`config.mk`:
```
export PLATFORM = sky130hd
export DESIGN_NAME = circle_ring_span_generator
export DESIGN_NICKNAME = d
export VERILOG_FILES = /design/src/crsg_pkg.sv /design/src/circle_ring_span_generator.sv /design/src/crsg_front.sv /design/src/crsg_root.sv /design/src/crsg_span.sv /design/src/crsg_emit.sv
export SDC_FILE = /design/constraint.sdc
export NUM_CORES = 2
export LEC_CHECK = 0
export BUFFER_PORTS_ARGS = -buffer_cell sky130_fd_sc_hd__buf_4
export CAP_MARGIN = 20
export CORE_ASPECT_RATIO = 1.2
export CORE_MARGIN = 2
export CORE_UTILIZATION = 63
export DETAILED_ROUTE_END_ITERATION = 7
export PLACE_DENSITY = 0.8
export SYNTH_ARGS = -nofsm -noshare
export SYNTH_HDL_FRONTEND = slang
export SYNTH_SLANG_ARGS = --single-unit
```
`constraint.sdc`:
```
create_clock -name clk_i -period 74.1 [get_ports clk_i]
set_clock_uncertainty 0.15 [all_clocks]
set_input_delay 7.41 -clock clk_i [delete_from_list [all_inputs] [get_ports clk_i]]
set_output_delay 7.41 -clock clk_i [all_outputs]
set_load 0.1 [all_outputs]
```
`src/crsg_pkg.sv`:
```
// ----------------------------------------------------------------------------
// crsg_pkg
// Shared constants and types of the circle ring span generator.
// ----------------------------------------------------------------------------
`default_nettype none

package crsg_pkg;

  // Field widths that the item format fixes.
  localparam int CTR_W   = 13;  // signed center coordinates
  localparam int RAD_W   = 12;  // radius and thickness
  localparam int CLIP_W  = 12;  // clip box registers and span columns
  localparam int COLOR_W = 16;  // RGB565 color
  localparam int SQ_W    = 2 * RAD_W;  // squares of radius-sized values

  // Defaults of the top-level parameters.
  localparam int ROOT_BITS_DEF  = 13;
  localparam int COORD_BITS_DEF = 11;

  // Reset value of the right and bottom clip edges.
  localparam logic [CLIP_W-1:0] CLIP_EDGE_RST = CLIP_W'(1 << 11);

  localparam int REG_IDX_W = 2;

  typedef enum logic [REG_IDX_W-1:0] {
    REG_CLIP_LEFT   = 2'd0,
    REG_CLIP_TOP    = 2'd1,
    REG_CLIP_RIGHT  = 2'd2,
    REG_CLIP_BOTTOM = 2'd3
  } crsg_reg_e;

  typedef struct packed {
    logic [CLIP_W-1:0] left;
    logic [CLIP_W-1:0] top;
    logic [CLIP_W-1:0] right;
    logic [CLIP_W-1:0] bottom;
  } crsg_clip_t;

  // Status of one finished row between the span stages and the emitter.
  typedef struct packed {
    logic vld;
    logic keep_a;
    logic keep_b;
  } crsg_keep_t;

endpackage

`default_nettype wire

```
`src/circle_ring_span_generator.sv`:
```
// ----------------------------------------------------------------------------
// circle_ring_span_generator
// Clipped scanline spans of a filled ring or disc for one requested row.
// ----------------------------------------------------------------------------
//
// Channel   Direction  Contents
// s_axis    in         one row request: center, radius, thickness, row, color
// m_axis    out        one clipped span; tlast marks the final span of a row
// cfg       in         clip box register write, no wait, no read-back
//
// One request is taken per cycle while tready is high. A row with a left and
// a right span holds the output register for two transfers, so a row right
// behind it waits in the last span stage and tready stays low while both
// spans are pending. A request passes the front stages, the square root
// pipeline, which resolves one result bit per stage, and the span stages.
// Reset clears the valid bits of all stages and loads the clip box to
// 0, 0, 2048, 2048. When the output stalls with a row in the last span stage
// that the output register cannot take, the whole pipeline holds and tready
// drops, even if earlier stages are empty; while the last span stage is
// empty, requests keep flowing in under a stalled output.
// ----------------------------------------------------------------------------
`default_nettype none

module circle_ring_span_generator #(
  parameter  int ROOT_BITS  = crsg_pkg::ROOT_BITS_DEF,
  parameter  int COORD_BITS = crsg_pkg::COORD_BITS_DEF,
  localparam int IN_RAW     = 2 * crsg_pkg::CTR_W + 2 * crsg_pkg::RAD_W + COORD_BITS
                              + crsg_pkg::COLOR_W,
  localparam int IN_W       = ((IN_RAW + 7) / 8) * 8,
  localparam int OUT_RAW    = COORD_BITS + 2 * crsg_pkg::CLIP_W + crsg_pkg::COLOR_W,
  localparam int OUT_W      = ((OUT_RAW + 7) / 8) * 8
) (
  input  wire logic                              clk_i,
  input  wire logic                              rst_ni,
  // Row requests.
  input  wire logic                              s_axis_tvalid,
  output logic                                   s_axis_tready,
  // center_x, center_y, radius, thickness, row, color (lowest bits first)
  input  wire logic [IN_W-1:0]                   s_axis_tdata,
  // Spans.
  output logic                                   m_axis_tvalid,
  input  wire logic                              m_axis_tready,
  // span_row, span_start, span_end, span_color (lowest bits first)
  output logic [OUT_W-1:0]                       m_axis_tdata,
  output logic                                   m_axis_tlast,
  // Clip box registers.
  input  wire logic                              cfg_we_i,
  input  wire logic [crsg_pkg::REG_IDX_W-1:0]    cfg_idx_i,
  input  wire logic [crsg_pkg::CLIP_W-1:0]       cfg_data_i
);

  // Bit offsets of the request fields.
  localparam int OFF_CY    = crsg_pkg::CTR_W;
  localparam int OFF_R     = OFF_CY + crsg_pkg::CTR_W;
  localparam int OFF_TH    = OFF_R + crsg_pkg::RAD_W;
  localparam int OFF_ROW   = OFF_TH + crsg_pkg::RAD_W;
  localparam int OFF_COLOR = OFF_ROW + COORD_BITS;

  // Sideband that travels beside the square roots: inner flag, color, row,
  // center column.
  localparam int SIDE_W = 1 + crsg_pkg::COLOR_W + COORD_BITS + crsg_pkg::CTR_W;

  crsg_pkg::crsg_clip_t clip_q;

  // Pipeline enable: every stage moves together. It is high whenever the last
  // span stage is empty or the output register is about to take its row.
  logic en;
  logic take;

  // Front end to square roots.
  logic                               fr_vld;
  logic signed [crsg_pkg::CTR_W-1:0]  fr_cx;
  logic [COORD_BITS-1:0]              fr_y;
  logic [crsg_pkg::COLOR_W-1:0]       fr_color;
  logic [crsg_pkg::SQ_W-1:0]          fr_rad_out, fr_rad_in;
  logic                               fr_inner;

  // Square roots to span stages.
  logic                               rt_vld;
  logic [ROOT_BITS-1:0]               rt_wo, rt_wi;
  logic [SIDE_W-1:0]                  rt_side;

  // Span stages to output register.
  crsg_pkg::crsg_keep_t               sp_ctl;
  logic [COORD_BITS-1:0]              sp_y;
  logic [crsg_pkg::COLOR_W-1:0]       sp_color;
  logic [crsg_pkg::CLIP_W-1:0]        sp_sa, sp_ea, sp_sb, sp_eb;

  // Clip box registers. All indexes are defined, so every write lands.
  always_ff @(posedge clk_i or negedge rst_ni) begin
    if (!rst_ni) begin
      clip_q.left   <= '0;
      clip_q.top    <= '0;
      clip_q.right  <= crsg_pkg::CLIP_EDGE_RST;
      clip_q.bottom <= crsg_pkg::CLIP_EDGE_RST;
    end else if (cfg_we_i) begin
      unique case (crsg_pkg::crsg_reg_e'(cfg_idx_i))
        crsg_pkg::REG_CLIP_LEFT:   clip_q.left   <= cfg_data_i;
        crsg_pkg::REG_CLIP_TOP:    clip_q.top    <= cfg_data_i;
        crsg_pkg::REG_CLIP_RIGHT:  clip_q.right  <= cfg_data_i;
        crsg_pkg::REG_CLIP_BOTTOM: clip_q.bottom <= cfg_data_i;
      endcase
    end
  end

  assign en            = !sp_ctl.vld || take;
  assign s_axis_tready = en;

  // Rejection of empty rows, squaring and radicands.
  crsg_front #(
    .COORD_BITS (COORD_BITS)
  ) u_front (
    .clk_i     (clk_i),
    .rst_ni    (rst_ni),
    .en_i      (en),
    .in_vld_i  (s_axis_tvalid),
    .cx_i      ($signed(s_axis_tdata[OFF_CY-1:0])),
    .cy_i      ($signed(s_axis_tdata[OFF_R-1:OFF_CY])),
    .r_i       (s_axis_tdata[OFF_TH-1:OFF_R]),
    .th_i      (s_axis_tdata[OFF_ROW-1:OFF_TH]),
    .y_i       (s_axis_tdata[OFF_COLOR-1:OFF_ROW]),
    .color_i   (s_axis_tdata[OFF_COLOR+crsg_pkg::COLOR_W-1:OFF_COLOR]),
    .clip_i    (clip_q),
    .vld_o     (fr_vld),
    .cx_o      (fr_cx),
    .y_o       (fr_y),
    .color_o   (fr_color),
    .rad_out_o (fr_rad_out),
    .rad_in_o  (fr_rad_in),
    .inner_o   (fr_inner)
  );

  // Outer and inner half-widths side by side.
  crsg_root #(
    .ROOT_BITS (ROOT_BITS),
    .SIDE_W    (SIDE_W)
  ) u_root (
    .clk_i    (clk_i),
    .rst_ni   (rst_ni),
    .en_i     (en),
    .vld_i    (fr_vld),
    .rad_a_i  (fr_rad_out),
    .rad_b_i  (fr_rad_in),
    .side_i   ({fr_inner, fr_color, fr_y, fr_cx}),
    .vld_o    (rt_vld),
    .root_a_o (rt_wo),
    .root_b_o (rt_wi),
    .side_o   (rt_side)
  );

  crsg_span #(
    .ROOT_BITS  (ROOT_BITS),
    .COORD_BITS (COORD_BITS)
  ) u_span (
    .clk_i     (clk_i),
    .rst_ni    (rst_ni),
    .en_i      (en),
    .vld_i     (rt_vld),
    .wo_i      (rt_wo),
    .wi_i      (rt_wi),
    .cx_i      ($signed(rt_side[crsg_pkg::CTR_W-1:0])),
    .y_i       (rt_side[crsg_pkg::CTR_W+COORD_BITS-1:crsg_pkg::CTR_W]),
    .color_i   (rt_side[SIDE_W-2:crsg_pkg::CTR_W+COORD_BITS]),
    .inner_i   (rt_side[SIDE_W-1]),
    .clip_i    (clip_q),
    .ctl_o     (sp_ctl),
    .y_o       (sp_y),
    .color_o   (sp_color),
    .start_a_o (sp_sa),
    .end_a_o   (sp_ea),
    .start_b_o (sp_sb),
    .end_b_o   (sp_eb)
  );

  // Output register; a row with two spans sends the left one first.
  crsg_emit #(
    .COORD_BITS (COORD_BITS)
  ) u_emit (
    .clk_i      (clk_i),
    .rst_ni     (rst_ni),
    .ctl_i      (sp_ctl),
    .y_i        (sp_y),
    .color_i    (sp_color),
    .start_a_i  (sp_sa),
    .end_a_i    (sp_ea),
    .start_b_i  (sp_sb),
    .end_b_i    (sp_eb),
    .take_o     (take),
    .out_vld_o  (m_axis_tvalid),
    .out_rdy_i  (m_axis_tready),
    .out_data_o (m_axis_tdata),
    .out_last_o (m_axis_tlast)
  );

endmodule

`default_nettype wire

```
`src/crsg_front.sv`:
```
// ----------------------------------------------------------------------------
// crsg_front
// Input register, row rejection, squaring and radicand stages.
// ----------------------------------------------------------------------------
`default_nettype none

module crsg_front #(
  parameter int COORD_BITS = crsg_pkg::COORD_BITS_DEF
) (
  input  wire logic                                 clk_i,
  input  wire logic                                 rst_ni,
  input  wire logic                                 en_i,
  input  wire logic                                 in_vld_i,
  input  wire logic signed [crsg_pkg::CTR_W-1:0]    cx_i,
  input  wire logic signed [crsg_pkg::CTR_W-1:0]    cy_i,
  input  wire logic [crsg_pkg::RAD_W-1:0]           r_i,
  input  wire logic [crsg_pkg::RAD_W-1:0]           th_i,
  input  wire logic [COORD_BITS-1:0]                y_i,
  input  wire logic [crsg_pkg::COLOR_W-1:0]         color_i,
  input  wire crsg_pkg::crsg_clip_t                 clip_i,
  output logic                                      vld_o,
  output logic signed [crsg_pkg::CTR_W-1:0]         cx_o,
  output logic [COORD_BITS-1:0]                     y_o,
  output logic [crsg_pkg::COLOR_W-1:0]              color_o,
  output logic [crsg_pkg::SQ_W-1:0]                 rad_out_o,
  output logic [crsg_pkg::SQ_W-1:0]                 rad_in_o,
  output logic                                      inner_o
);

  localparam int DW = ((COORD_BITS + 1 > crsg_pkg::CTR_W) ? COORD_BITS + 1
                                                          : crsg_pkg::CTR_W) + 1;
  localparam int YW = (COORD_BITS > crsg_pkg::CLIP_W) ? COORD_BITS : crsg_pkg::CLIP_W;

  // Stage A: registered input item.
  logic                                a_vld_q;
  logic signed [crsg_pkg::CTR_W-1:0]   a_cx_q, a_cy_q;
  logic [crsg_pkg::RAD_W-1:0]          a_r_q, a_th_q;
  logic [COORD_BITS-1:0]               a_y_q;
  logic [crsg_pkg::COLOR_W-1:0]        a_color_q;

  // Stage B: row checks done, distance magnitude and inner radius.
  logic                                b_vld_q, b_vld_d;
  logic signed [crsg_pkg::CTR_W-1:0]   b_cx_q;
  logic [crsg_pkg::RAD_W-1:0]          b_dm_q, b_r_q, b_ri_q, b_ri_d;
  logic [COORD_BITS-1:0]               b_y_q;
  logic [crsg_pkg::COLOR_W-1:0]        b_color_q;

  // Stage C: squares.
  logic                                c_vld_q;
  logic signed [crsg_pkg::CTR_W-1:0]   c_cx_q;
  logic [crsg_pkg::SQ_W-1:0]           c_r2_q, c_d2_q, c_i2_q;
  logic [COORD_BITS-1:0]               c_y_q;
  logic [crsg_pkg::COLOR_W-1:0]        c_color_q;

  // Stage D: radicands of the outer and inner half-widths.
  logic                                d_vld_q;
  logic signed [crsg_pkg::CTR_W-1:0]   d_cx_q;
  logic [crsg_pkg::SQ_W-1:0]           d_ro_q, d_ri_q, d_ri_d;
  logic                                d_inner_q, d_inner_d;
  logic [COORD_BITS-1:0]               d_y_q;
  logic [crsg_pkg::COLOR_W-1:0]        d_color_q;

  logic signed [DW-1:0]                dy;
  logic [DW-1:0]                       dmag;
  logic                                in_circle, in_rows;
  logic signed [crsg_pkg::SQ_W:0]      wi2;

  // The row must lie within the radius of the center and inside the clip rows.
  always_comb begin
    dy        = $signed(DW'(a_y_q)) - DW'(a_cy_q);
    dmag      = dy[DW-1] ? DW'(-dy) : DW'(dy);
    in_circle = dmag <= DW'(a_r_q);
    in_rows   = (YW'(a_y_q) >= YW'(clip_i.top)) && (YW'(a_y_q) < YW'(clip_i.bottom));
    b_vld_d   = a_vld_q && (a_r_q != '0) && (a_th_q != '0) && in_circle && in_rows;
    b_ri_d    = (a_r_q > a_th_q) ? a_r_q - a_th_q : '0;
  end

  // A positive inner radicand means the hole reaches this row.
  always_comb begin
    wi2       = $signed({1'b0, c_i2_q}) - $signed({1'b0, c_d2_q});
    d_inner_d = !wi2[crsg_pkg::SQ_W] && (wi2 != '0);
    d_ri_d    = d_inner_d ? wi2[crsg_pkg::SQ_W-1:0] : '0;
  end

  always_ff @(posedge clk_i or negedge rst_ni) begin
    if (!rst_ni) begin
      a_vld_q <= 1'b0;
      b_vld_q <= 1'b0;
      c_vld_q <= 1'b0;
      d_vld_q <= 1'b0;
    end else if (en_i) begin
      a_vld_q <= in_vld_i;
      b_vld_q <= b_vld_d;
      c_vld_q <= b_vld_q;
      d_vld_q <= c_vld_q;
    end
  end

  always_ff @(posedge clk_i) begin
    if (en_i) begin
      a_cx_q    <= cx_i;
      a_cy_q    <= cy_i;
      a_r_q     <= r_i;
      a_th_q    <= th_i;
      a_y_q     <= y_i;
      a_color_q <= color_i;

      b_cx_q    <= a_cx_q;
      b_dm_q    <= dmag[crsg_pkg::RAD_W-1:0];
      b_r_q     <= a_r_q;
      b_ri_q    <= b_ri_d;
      b_y_q     <= a_y_q;
      b_color_q <= a_color_q;

      c_cx_q    <= b_cx_q;
      c_r2_q    <= crsg_pkg::SQ_W'(b_r_q) * crsg_pkg::SQ_W'(b_r_q);
      c_d2_q    <= crsg_pkg::SQ_W'(b_dm_q) * crsg_pkg::SQ_W'(b_dm_q);
      c_i2_q    <= crsg_pkg::SQ_W'(b_ri_q) * crsg_pkg::SQ_W'(b_ri_q);
      c_y_q     <= b_y_q;
      c_color_q <= b_color_q;

      d_cx_q    <= c_cx_q;
      d_ro_q    <= c_r2_q - c_d2_q;
      d_ri_q    <= d_ri_d;
      d_inner_q <= d_inner_d;
      d_y_q     <= c_y_q;
      d_color_q <= c_color_q;
    end
  end

  assign vld_o     = d_vld_q;
  assign cx_o      = d_cx_q;
  assign y_o       = d_y_q;
  assign color_o   = d_color_q;
  assign rad_out_o = d_ro_q;
  assign rad_in_o  = d_ri_q;
  assign inner_o   = d_inner_q;

endmodule

`default_nettype wire

```
`src/crsg_root.sv`:
```
// ----------------------------------------------------------------------------
// crsg_root
// Two pipelined digit-by-digit integer square roots, one result bit a stage.
// ----------------------------------------------------------------------------
`default_nettype none

module crsg_root #(
  parameter int ROOT_BITS = crsg_pkg::ROOT_BITS_DEF,
  parameter int SIDE_W    = 1
) (
  input  wire logic                          clk_i,
  input  wire logic                          rst_ni,
  input  wire logic                          en_i,
  input  wire logic                          vld_i,
  input  wire logic [crsg_pkg::SQ_W-1:0]     rad_a_i,
  input  wire logic [crsg_pkg::SQ_W-1:0]     rad_b_i,
  input  wire logic [SIDE_W-1:0]             side_i,
  output logic                               vld_o,
  output logic [ROOT_BITS-1:0]               root_a_o,
  output logic [ROOT_BITS-1:0]               root_b_o,
  output logic [SIDE_W-1:0]                  side_o
);

  localparam int W = ((2 * ROOT_BITS > crsg_pkg::SQ_W) ? 2 * ROOT_BITS
                                                       : crsg_pkg::SQ_W) + 1;

  logic                        vld_q   [ROOT_BITS];
  logic [crsg_pkg::SQ_W-1:0]   rem_a_q [ROOT_BITS];
  logic [crsg_pkg::SQ_W-1:0]   rem_b_q [ROOT_BITS];
  logic [ROOT_BITS-1:0]        acc_a_q [ROOT_BITS];
  logic [ROOT_BITS-1:0]        acc_b_q [ROOT_BITS];
  logic [SIDE_W-1:0]           side_q  [ROOT_BITS];

  for (genvar i = 0; i < ROOT_BITS; i++) begin : g_step
    localparam int K = ROOT_BITS - 1 - i;

    logic                        vld_in;
    logic [crsg_pkg::SQ_W-1:0]   rem_a_in, rem_b_in;
    logic [ROOT_BITS-1:0]        acc_a_in, acc_b_in;
    logic [SIDE_W-1:0]           side_in;
    logic [W-1:0]                trial_a, trial_b;
    logic                        take_a, take_b;

    if (i == 0) begin : g_first
      assign vld_in   = vld_i;
      assign rem_a_in = rad_a_i;
      assign rem_b_in = rad_b_i;
      assign acc_a_in = '0;
      assign acc_b_in = '0;
      assign side_in  = side_i;
    end else begin : g_next
      assign vld_in   = vld_q[i-1];
      assign rem_a_in = rem_a_q[i-1];
      assign rem_b_in = rem_b_q[i-1];
      assign acc_a_in = acc_a_q[i-1];
      assign acc_b_in = acc_b_q[i-1];
      assign side_in  = side_q[i-1];
    end

    // (acc + 2^K)^2 - acc^2 = acc * 2^(K+1) + 2^(2K); the bit is kept when the
    // remainder covers that increase.
    always_comb begin
      trial_a = (W'(acc_a_in) << (K + 1)) | (W'(1) << (2 * K));
      trial_b = (W'(acc_b_in) << (K + 1)) | (W'(1) << (2 * K));
      take_a  = W'(rem_a_in) >= trial_a;
      take_b  = W'(rem_b_in) >= trial_b;
    end

    always_ff @(posedge clk_i or negedge rst_ni) begin
      if (!rst_ni) begin
        vld_q[i] <= 1'b0;
      end else if (en_i) begin
        vld_q[i] <= vld_in;
      end
    end

    always_ff @(posedge clk_i) begin
      if (en_i) begin
        rem_a_q[i] <= take_a ? rem_a_in - trial_a[crsg_pkg::SQ_W-1:0] : rem_a_in;
        rem_b_q[i] <= take_b ? rem_b_in - trial_b[crsg_pkg::SQ_W-1:0] : rem_b_in;
        acc_a_q[i] <= take_a ? (acc_a_in | (ROOT_BITS'(1) << K)) : acc_a_in;
        acc_b_q[i] <= take_b ? (acc_b_in | (ROOT_BITS'(1) << K)) : acc_b_in;
        side_q[i]  <= side_in;
      end
    end
  end

  assign vld_o    = vld_q[ROOT_BITS-1];
  assign root_a_o = acc_a_q[ROOT_BITS-1];
  assign root_b_o = acc_b_q[ROOT_BITS-1];
  assign side_o   = side_q[ROOT_BITS-1];

endmodule

`default_nettype wire

```
`src/crsg_span.sv`:
```
// ----------------------------------------------------------------------------
// crsg_span
// Span bounds from the half-widths, then clipping to the clip columns.
// ----------------------------------------------------------------------------
`default_nettype none

module crsg_span #(
  parameter int ROOT_BITS  = crsg_pkg::ROOT_BITS_DEF,
  parameter int COORD_BITS = crsg_pkg::COORD_BITS_DEF
) (
  input  wire logic                                clk_i,
  input  wire logic                                rst_ni,
  input  wire logic                                en_i,
  input  wire logic                                vld_i,
  input  wire logic [ROOT_BITS-1:0]                wo_i,
  input  wire logic [ROOT_BITS-1:0]                wi_i,
  input  wire logic signed [crsg_pkg::CTR_W-1:0]   cx_i,
  input  wire logic [COORD_BITS-1:0]               y_i,
  input  wire logic [crsg_pkg::COLOR_W-1:0]        color_i,
  input  wire logic                                inner_i,
  input  wire crsg_pkg::crsg_clip_t                clip_i,
  output crsg_pkg::crsg_keep_t                     ctl_o,
  output logic [COORD_BITS-1:0]                    y_o,
  output logic [crsg_pkg::COLOR_W-1:0]             color_o,
  output logic [crsg_pkg::CLIP_W-1:0]              start_a_o,
  output logic [crsg_pkg::CLIP_W-1:0]              end_a_o,
  output logic [crsg_pkg::CLIP_W-1:0]              start_b_o,
  output logic [crsg_pkg::CLIP_W-1:0]              end_b_o
);

  localparam int XW = ((ROOT_BITS + 1 > crsg_pkg::CTR_W) ? ROOT_BITS + 1
                                                         : crsg_pkg::CTR_W) + 2;

  logic signed [XW-1:0]   cxw, wow, wiw;
  logic signed [XW-1:0]   x0a_d, x1a_d, x0b_d, x1b_d;

  logic                   e_vld_q, e_two_q;
  logic signed [XW-1:0]   e_x0a_q, e_x1a_q, e_x0b_q, e_x1b_q;
  logic [COORD_BITS-1:0]  e_y_q;
  logic [crsg_pkg::COLOR_W-1:0] e_color_q;

  logic signed [XW-1:0]   lo, hi, sa, ea, sb, eb;
  logic                   keep_a_d, keep_b_d;

  logic                   f_vld_q, f_keep_a_q, f_keep_b_q;
  logic [COORD_BITS-1:0]  f_y_q;
  logic [crsg_pkg::COLOR_W-1:0] f_color_q;
  logic [crsg_pkg::CLIP_W-1:0]  f_sa_q, f_ea_q, f_sb_q, f_eb_q;

  // Without a hole the first span covers the whole chord; with one, the left
  // span ends just past the inner edge and the right span starts on it.
  always_comb begin
    cxw   = XW'(cx_i);
    wow   = $signed(XW'(wo_i));
    wiw   = $signed(XW'(wi_i));
    x0a_d = cxw - wow;
    x1b_d = cxw + wow + XW'(1);
    x1a_d = inner_i ? cxw - wiw + XW'(1) : x1b_d;
    x0b_d = cxw + wiw;
  end

  // Clip in x; a span left empty is dropped.
  always_comb begin
    lo       = $signed(XW'(clip_i.left));
    hi       = $signed(XW'(clip_i.right));
    sa       = (e_x0a_q < lo) ? lo : e_x0a_q;
    ea       = (e_x1a_q > hi) ? hi : e_x1a_q;
    sb       = (e_x0b_q < lo) ? lo : e_x0b_q;
    eb       = (e_x1b_q > hi) ? hi : e_x1b_q;
    keep_a_d = ea > sa;
    keep_b_d = e_two_q && (eb > sb);
  end

  always_ff @(posedge clk_i or negedge rst_ni) begin
    if (!rst_ni) begin
      e_vld_q <= 1'b0;
      f_vld_q <= 1'b0;
    end else if (en_i) begin
      e_vld_q <= vld_i;
      f_vld_q <= e_vld_q;
    end
  end

  always_ff @(posedge clk_i) begin
    if (en_i) begin
      e_two_q    <= inner_i;
      e_x0a_q    <= x0a_d;
      e_x1a_q    <= x1a_d;
      e_x0b_q    <= x0b_d;
      e_x1b_q    <= x1b_d;
      e_y_q      <= y_i;
      e_color_q  <= color_i;

      f_keep_a_q <= keep_a_d;
      f_keep_b_q <= keep_b_d;
      f_sa_q     <= sa[crsg_pkg::CLIP_W-1:0];
      f_ea_q     <= ea[crsg_pkg::CLIP_W-1:0];
      f_sb_q     <= sb[crsg_pkg::CLIP_W-1:0];
      f_eb_q     <= eb[crsg_pkg::CLIP_W-1:0];
      f_y_q      <= e_y_q;
      f_color_q  <= e_color_q;
    end
  end

  assign ctl_o.vld    = f_vld_q;
  assign ctl_o.keep_a = f_keep_a_q;
  assign ctl_o.keep_b = f_keep_b_q;
  assign y_o          = f_y_q;
  assign color_o      = f_color_q;
  assign start_a_o    = f_sa_q;
  assign end_a_o      = f_ea_q;
  assign start_b_o    = f_sb_q;
  assign end_b_o      = f_eb_q;

endmodule

`default_nettype wire

```
`src/crsg_emit.sv`:
```
// ----------------------------------------------------------------------------
// crsg_emit
// Output register that sends the one or two spans of a row in order.
// ----------------------------------------------------------------------------
`default_nettype none

module crsg_emit #(
  parameter  int COORD_BITS = crsg_pkg::COORD_BITS_DEF,
  localparam int OUT_RAW    = COORD_BITS + 2 * crsg_pkg::CLIP_W + crsg_pkg::COLOR_W,
  localparam int OUT_W      = ((OUT_RAW + 7) / 8) * 8
) (
  input  wire logic                          clk_i,
  input  wire logic                          rst_ni,
  input  wire crsg_pkg::crsg_keep_t          ctl_i,
  input  wire logic [COORD_BITS-1:0]         y_i,
  input  wire logic [crsg_pkg::COLOR_W-1:0]  color_i,
  input  wire logic [crsg_pkg::CLIP_W-1:0]   start_a_i,
  input  wire logic [crsg_pkg::CLIP_W-1:0]   end_a_i,
  input  wire logic [crsg_pkg::CLIP_W-1:0]   start_b_i,
  input  wire logic [crsg_pkg::CLIP_W-1:0]   end_b_i,
  output logic                               take_o,
  output logic                               out_vld_o,
  input  wire logic                          out_rdy_i,
  output logic [OUT_W-1:0]                   out_data_o,
  output logic                               out_last_o
);

  logic                          pa_q, pb_q;
  logic [COORD_BITS-1:0]         y_q;
  logic [crsg_pkg::COLOR_W-1:0]  color_q;
  logic [crsg_pkg::CLIP_W-1:0]   sa_q, ea_q, sb_q, eb_q;
  logic [crsg_pkg::CLIP_W-1:0]   cur_start, cur_end;
  logic                          xfer, load;

  assign xfer   = out_vld_o && out_rdy_i;
  // A new row may enter when nothing stays pending after this cycle.
  assign take_o = (!pa_q && !pb_q) || (xfer && (pa_q ^ pb_q));
  assign load   = ctl_i.vld && take_o;

  always_ff @(posedge clk_i or negedge rst_ni) begin
    if (!rst_ni) begin
      pa_q <= 1'b0;
      pb_q <= 1'b0;
    end else if (load) begin
      pa_q <= ctl_i.keep_a;
      pb_q <= ctl_i.keep_b;
    end else if (xfer) begin
      if (pa_q) begin
        pa_q <= 1'b0;
      end else begin
        pb_q <= 1'b0;
      end
    end
  end

  always_ff @(posedge clk_i) begin
    if (load) begin
      y_q     <= y_i;
      color_q <= color_i;
      sa_q    <= start_a_i;
      ea_q    <= end_a_i;
      sb_q    <= start_b_i;
      eb_q    <= end_b_i;
    end
  end

  assign cur_start  = pa_q ? sa_q : sb_q;
  assign cur_end    = pa_q ? ea_q : eb_q;
  assign out_vld_o  = pa_q || pb_q;
  assign out_last_o = !(pa_q && pb_q);
  assign out_data_o = OUT_W'({color_q, cur_end, cur_start, y_q});

`ifndef SYNTH
  a_no_take_when_full: assert property (@(posedge clk_i) disable iff (!rst_ni)
    (pa_q && pb_q) |-> !take_o)
    else $error("emitter took a row while two spans were pending");

  a_load_sets_pending: assert property (@(posedge clk_i) disable iff (!rst_ni)
    load |=> (pa_q == $past(ctl_i.keep_a)) && (pb_q == $past(ctl_i.keep_b)))
    else $error("pending spans do not match the loaded row");

  a_last_empties: assert property (@(posedge clk_i) disable iff (!rst_ni)
    (xfer && out_last_o && !load) |=> !out_vld_o)
    else $error("span still pending after the last transfer of a row");

  a_span_nonempty: assert property (@(posedge clk_i) disable iff (!rst_ni)
    out_vld_o |-> (cur_start < cur_end))
    else $error("empty span presented on the output");
`endif

endmodule

`default_nettype wire
```
# Word level (Yosys, flattened, before mapping)
# Memory sizes are Yosys's and may differ from the RTL's.
# Cells that the tools add are included.
dict set report totals {
  regBits 667
  mem_bits_rw 1495
  inputBits 99
  out_inout_bits 59
  wordCells 249
  mem_count 5
}
dict set report op_classes {
  addsub 35
  n_mul 3
  n_lt_le_gt_ge 36
  eq_ne 4
  muxes 65
  bitwise 1
  reduce_logical 30
}
# memory depth width rd rd_clocked_by_memory_dff wr line_no
set mem_list {}
lappend mem_list {u_root.side_q 13 41 13 0 13 crsg_root.sv:32} ;# logic [SIDE_W-1:0] side_q [ROOT_BITS];
lappend mem_list {u_root.rem_a_q 13 24 12 0 13 crsg_root.sv:28} ;# logic [crsg_pkg::SQ_W-1:0] rem_a_q [ROOT_BITS];
lappend mem_list {u_root.rem_b_q 13 24 12 0 13 crsg_root.sv:29} ;# logic [crsg_pkg::SQ_W-1:0] rem_b_q [ROOT_BITS];
lappend mem_list {u_root.acc_a_q 13 13 13 0 13 crsg_root.sv:30} ;# logic [ROOT_BITS-1:0] acc_a_q [ROOT_BITS];
lappend mem_list {u_root.acc_b_q 13 13 13 0 13 crsg_root.sv:31} ;# logic [ROOT_BITS-1:0] acc_b_q [ROOT_BITS];
# cell count
set ops {}
lappend ops {{$mux 24} 24}
lappend ops {{$sub 24x24->24} 5}
lappend ops {{$mux 16} 5}
lappend ops {{$mul 12x12->24} 3}
lappend ops {{$ge 24x25->1} 2}
lappend ops {{$ge 24x25->1 const B} 2}
lappend ops {{$ge 24x14->1} 2}
lappend ops {{$ge 24x15->1} 2}
lappend ops {{$ge 24x16->1} 2}
lappend ops {{$ge 24x17->1} 2}
lappend ops {{$ge 24x18->1} 2}
lappend ops {{$ge 24x19->1} 2}
lappend ops {{$ge 24x20->1} 2}
lappend ops {{$ge 24x21->1} 2}
lappend ops {{$ge 24x22->1} 2}
lappend ops {{$ge 24x23->1} 2}
lappend ops {{$ge 24x24->1} 2}
lappend ops {{$mux 12} 4}
lappend ops {{$sub 24x14->24} 2}
lappend ops {{$sub 24x15->24} 2}
lappend ops {{$sub 24x16->24} 2}
lappend ops {{$sub 24x17->24} 2}
lappend ops {{$sub 24x18->24} 2}
lappend ops {{$sub 24x19->24} 2}
lappend ops {{43 further kinds} 95}

# Logic depth before layout (Yosys ltp)
dict set report depth {
  word_depth 7
  depth_mapped 24
  depth_no_buf 22
}

# Cells and area by module
# From an unflattened synthesis, not the netlist that was laid out.
dict set report hier_totals {
  cells_unflattened 6542
  hier_area_um2 92043.3
}
# mod n_inst cells_per_inst area_each_um2 seq_area_each_um2
set by_module_without_submodules {}
lappend by_module_without_submodules {crsg_root 1 2994 49730.2 38311.7}
lappend by_module_without_submodules {crsg_front 1 2411 27161.0 10640.2}
lappend by_module_without_submodules {crsg_span 1 908 10598.9 5064.9}
lappend by_module_without_submodules {crsg_emit 1 124 2742.6 2302.2}
lappend by_module_without_submodules {circle_ring_span_generator 1 105 1810.5 1203.7}

# Worst setup path before layout
# OpenSTA, ideal clock, no wires.
dict set report synth_timing {
  path_type {input -> output}
  from {input m_axis_tready}
  to {output s_axis_tready}
  t_arrival_ns 56.800
  required_time_ns 66.540
  setup_slack_ns 9.740
  stages 4
  n_path_buf 2
  path_cell_list {a21oi_1 -> nand2_1 -> clkbuf_1 -> clkbuf_1}
}
dict set report synth_via {
  elab_chain_cells 4
}
# item line_no
set synth_rtl {}
lappend synth_rtl {{start, declared} circle_ring_span_generator.sv:42} ;# input wire logic m_axis_tready,
lappend synth_rtl {{$logic_and 1x1->1} crsg_emit.sv:35} ;# assign xfer = out_vld_o && out_rdy_i;
lappend synth_rtl {{$logic_and 1x1->1} crsg_emit.sv:37} ;# assign take_o = (!pa_q && !pb_q) || (xfer && (pa_q ^ pb_q));
lappend synth_rtl {{$logic_or 1x1->1} crsg_emit.sv:37}
lappend synth_rtl {{$logic_or 1x1->1} circle_ring_span_generator.sv:106} ;# assign en = !sp_ctl.vld || take;
lappend synth_rtl {{end, declared} circle_ring_span_generator.sv:37} ;# output logic s_axis_tready,
# No other way between the ends.

# Worst setup path after layout
# Ends and elaborated chain as after synthesis.

==> results.md <==
* Arrival time of the worst setup path at 9.10 ns
* Yosys cell types at 110
* Fraction of final layout cells sized beyond drive strength 1 at under 10%
* Insertion delay of the later-clocked pin in the worst-skew pair at 0.81 ns
* Filler cell count at 9,229
* TritonCTS clock tree: yes
* Initial antenna violation count at 5
* Mean post-synth cell area at 14.08 um^2
* Vias at a little under 50,000
* Detailed-routing iteration count for the pre-antenna-repair pass at 7
* Overall track demand over capacity in global routing at 22.54%
* Final Slew Violations at 0
* Type of the worst setup path: in -> out
* Post-synthesis instance area at ~91,000 um^2
* Vias in the first global route at roughly 51,000
* Count of buffers from port buffering at between 100 and 150
* Number of instances on the worst hold path at 0
* Area grow syn2layout at 10.38%
* Count of final hold-check violations at 0
* Final total negative setup slack at 0 ns
* Initial cell density of the core at 63.23%
* Terminating pin of the worst hold path: u_root.side_q[1][129]$_DFFE_PP_
* Count of flip-flops with a built-in enable after synthesis at 1,858
* RePlAce Congestion at 0.8923
* Startpoint of the worst register-to-register path: u_emit.pa_q$_DFFE_PN0P_
* Maximum number of pins on one net before global-route repair at 210
* FF+latch count, synth at 1,927
* Cell Rows at about 150
* Required time of the critical path at about 67 ns
* Num ports at ~160
* HPWL after DPL at 114,600 um
* Number of warnings printed during yosys synthesis at 0
* R2r setup slk at around 66 ns
* Area of the die at 148,100 um^2
* HP Class: reg -> reg
* Buffers inserted by post-CTS timing repair at 0
* Number of design-rule violations left by the first detailed-router iteration at 3,416
* Clk slew on worst S/H paths at 0.06 ns
* Area used by multi-input combinational logic at 30,380 um^2
* DRT Wirelength at roughly 160,000 um
* Max-cap violation count at 0
* Worst slew margin relative to its limit at 22.40%
* Worst slew pin tran at 1.164 ns
* Die Y-Extent at 421.2 um
* Total gr overflow at 0
* Synth async-reset ratio at 3.581%
* Wire length per cell at between 15 and 20 um
* Footprint of the flip-flops and latches at 57,520 um^2
* Chip width at 351.7 um
* Unrepaired setup endpoints after global routing: false
* Clock tree root buffer cell: sky130_fd_sc_hd__clkbuf_16
* Number of instances in the synthesized netlist at 6,491
* Max Freq at 60.02 MHz
* Min cycle time layout at 16.66 ns
* Final critical-path share of the clock period at 22.49%
* Number of clock sinks seen by CTS at 1,927
* Core Region at 144,500 um^2
* Worst r2r dst: u_front.rad_out_o[22]$_DFFE_PP_
* Worst-path maximum fanout at 35
* Ratio of routed vias to standard cells at around 5.6
* Worst Reg2Reg Path Length in Cells at 14
* CP Capture Type: primary output
* Worst min-delay path startpoint: u_root.side_q[1][88]$_DFFE_PP_
* Prevailing post-synth register cell: sky130_fd_sc_hd__edfxtp_1
* CTS Buf Count at roughly 170
* Max Root-Sink Buffers at 3
* Outcome: finished clean
* Number of nets in the layout at ~7,700
* First-pass GRT wire length at ~260,000 um
* Worst Setup Start Kind: input port
* Drc violations at 0
* Number of gates given a new drive strength after cts at 0
* Final setup violation count at 0
* H-tree depth at 4
* Residual antenna-violating net count after detailed routing at 0
* Proportion of synthesized chip area in sequential cells at ~63%
* Cts hold-fix bufs at 0
## per-stage QoR
| stage | worst slack [ns] | utilization [%] | instances | hold WS, ns | cell area (um^2) |
|---|---|---|---|---|---|
| 2_1_floorplan | 9.740 | - | 6495 | 0.2503 | 91400 |
| 3_3_place_gp | 57.50 | 65.55 | 8501 | 0.2501 | 94740 |
| 3_5_place_dp | 57.47 | 65.55 | 8501 | 0.2545 | 94740 |
| 4_1_cts | 57.46 | 69.67 | 8817 | 0.2557 | 100700 |
| 5_1_grt | 57.40 | 69.79 | 8825 | 0.2648 | 100900 |
| 6_report | 57.44 | 69.79 | 8825 | 0.2564 | 100900 |
## layer usage
layer	global-route usage [%]	share of wire [%]	vias to the layer above
met5	0	0.0073	-
met4	9.722	4.3	2
met3	3.675	4.3	395
met2	41.06	54	1170
met1	26.04	38	24238
li1	-	-	23729
## how the worst max path moves through the flow
stage                     slack [ns]             to     startpoint  depth (start not counted)
final                          57.44  s_axis_tready  m_axis_tready                          4
after global routing           57.40  s_axis_tready  m_axis_tready                          4
after CTS                      57.46  s_axis_tready  m_axis_tready                          4
after detailed placement       57.47  s_axis_tready  m_axis_tready                          4
after global placement         57.50  s_axis_tready  m_axis_tready                          4
after floorplan                 9.74  s_axis_tready  m_axis_tready                          4
## Yosys cell counts (9+ instances only)
master	number	area (um^2)
sky130_fd_sc_hd__buf_2	9	45.04
sky130_fd_sc_hd__a21o_1	69	518.0
sky130_fd_sc_hd__a31oi_1	23	143.9
sky130_fd_sc_hd__o211ai_1	23	172.7
sky130_fd_sc_hd__or4_1	13	97.59
sky130_fd_sc_hd__or3_1	42	262.8
sky130_fd_sc_hd__a211o_1	12	105.1
sky130_fd_sc_hd__xnor2_1	257	2251
sky130_fd_sc_hd__nand3b_1	15	112.6
sky130_fd_sc_hd__ha_1	574	7182
sky130_fd_sc_hd__and3_1	25	156.4
sky130_fd_sc_hd__or2_2	21	131.4
sky130_fd_sc_hd__dfrtp_1	67	1677
sky130_fd_sc_hd__nand4b_1	15	131.4
sky130_fd_sc_hd__edfxtp_1	1858	55790
sky130_fd_sc_hd__xor2_1	130	1139
sky130_fd_sc_hd__nand2_1	304	1141
sky130_fd_sc_hd__nor2_1	291	1092
sky130_fd_sc_hd__nor4_1	78	488.0
sky130_fd_sc_hd__mux2i_1	32	320.3
sky130_fd_sc_hd__a211oi_1	21	157.7
sky130_fd_sc_hd__and2_1	164	1026
sky130_fd_sc_hd__nand4_1	41	256.5
sky130_fd_sc_hd__a311oi_1	9	78.83
sky130_fd_sc_hd__o21ai_0	193	965.9
sky130_fd_sc_hd__nand3_1	77	385.4
sky130_fd_sc_hd__mux2_2	127	1430
sky130_fd_sc_hd__nor4b_1	9	78.83
sky130_fd_sc_hd__a21oi_1	213	1066
sky130_fd_sc_hd__o31ai_1	22	165.2
sky130_fd_sc_hd__o41ai_1	10	87.58
sky130_fd_sc_hd__nor3_1	132	660.6
sky130_fd_sc_hd__nand2b_1	73	456.7
sky130_fd_sc_hd__clkbuf_1	81	304.0
sky130_fd_sc_hd__o21a_1	95	713.2
sky130_fd_sc_hd__a21boi_0	19	142.6
sky130_fd_sc_hd__o21ai_1	12	60.06
sky130_fd_sc_hd__o2111ai_1	11	96.34
sky130_fd_sc_hd__o21bai_1	26	195.2
sky130_fd_sc_hd__fa_1	248	4965
sky130_fd_sc_hd__inv_1	811	3044
sky130_fd_sc_hd__nor2b_1	85	531.8
## cell type report
type	instances	share of cell area [%]
antenna	1	0.002481
clock buffer	199	4.431
clock inverter	117	1.475
inverter	814	3.034
multi-input combinational	3646	30.12
sequential	1927	57.02
tap	1937	2.403
timing repair buffer	184	1.513
## flip-flops by register name (all words and copies together) (netlist names), 23 cells and up
name / count
u_root.rem_b_q: 288
u_root.acc_b_q: 78
clip_q: 48
u_root.acc_a_q: 78
u_front.c_r2_q: 23
u_front.rad_out_o: 24
u_front.c_d2_q: 23
u_front.c_i2_q: 23
u_root.side_q: 533
u_root.rem_a_q: 288
u_front.rad_in_o: 24
## cells by family after synthesis
family / Yosys count / synth area share [%]
muxes: 160 / 1.932
AOI/OAI and AO/OA: 833 / 5.963
adders and majority gates: 822 / 13.29
xor gates and xnor gates: 391 / 3.780
other: 1 / 0.004103
and+or+nand+nor: 1435 / 8.233
DFF: 1927 / 62.94
buffers and inverters: 922 / 3.854
## cells in the final DEF (no fill, tap or decap), types with 27 or more instances in the layout
cell type | synthesis | final
sky130_fd_sc_hd__edfxtp_1 | 1858 | 1858
sky130_fd_sc_hd__inv_1 | 811 | 811
sky130_fd_sc_hd__ha_1 | 574 | 574
sky130_fd_sc_hd__nand2_1 | 304 | 303
sky130_fd_sc_hd__nor2_1 | 291 | 291
sky130_fd_sc_hd__xnor2_1 | 257 | 257
sky130_fd_sc_hd__fa_1 | 248 | 248
sky130_fd_sc_hd__a21oi_1 | 213 | 213
sky130_fd_sc_hd__o21ai_0 | 193 | 193
sky130_fd_sc_hd__clkbuf_16 | 0 | 175
sky130_fd_sc_hd__buf_4 | 8 | 175
sky130_fd_sc_hd__and2_1 | 164 | 164
sky130_fd_sc_hd__nor3_1 | 132 | 132
sky130_fd_sc_hd__xor2_1 | 130 | 130
sky130_fd_sc_hd__mux2_2 | 127 | 127
sky130_fd_sc_hd__o21a_1 | 95 | 95
sky130_fd_sc_hd__nor2b_1 | 85 | 84
sky130_fd_sc_hd__nor4_1 | 78 | 78
sky130_fd_sc_hd__nand3_1 | 77 | 77
sky130_fd_sc_hd__nand2b_1 | 73 | 73
sky130_fd_sc_hd__a21o_1 | 69 | 69
sky130_fd_sc_hd__dfrtp_1 | 67 | 67
sky130_fd_sc_hd__or3_1 | 42 | 42
sky130_fd_sc_hd__nand4_1 | 41 | 41
sky130_fd_sc_hd__mux2i_1 | 32 | 32
sky130_fd_sc_hd__clkinv_1 | 1 | 28
sky130_fd_sc_hd__clkinv_2 | 0 | 27
## worst max-delay path, stage by stage
cell	delay, ns
sky130_fd_sc_hd__buf_4	0.13
sky130_fd_sc_hd__a21oi_1	0.65
sky130_fd_sc_hd__nand2_4	0.49
sky130_fd_sc_hd__buf_4	0.39
Power is left out: the tool's default activity adds up to more than one toggle a clock period on the data nets, which glitch-free logic cannot reach.
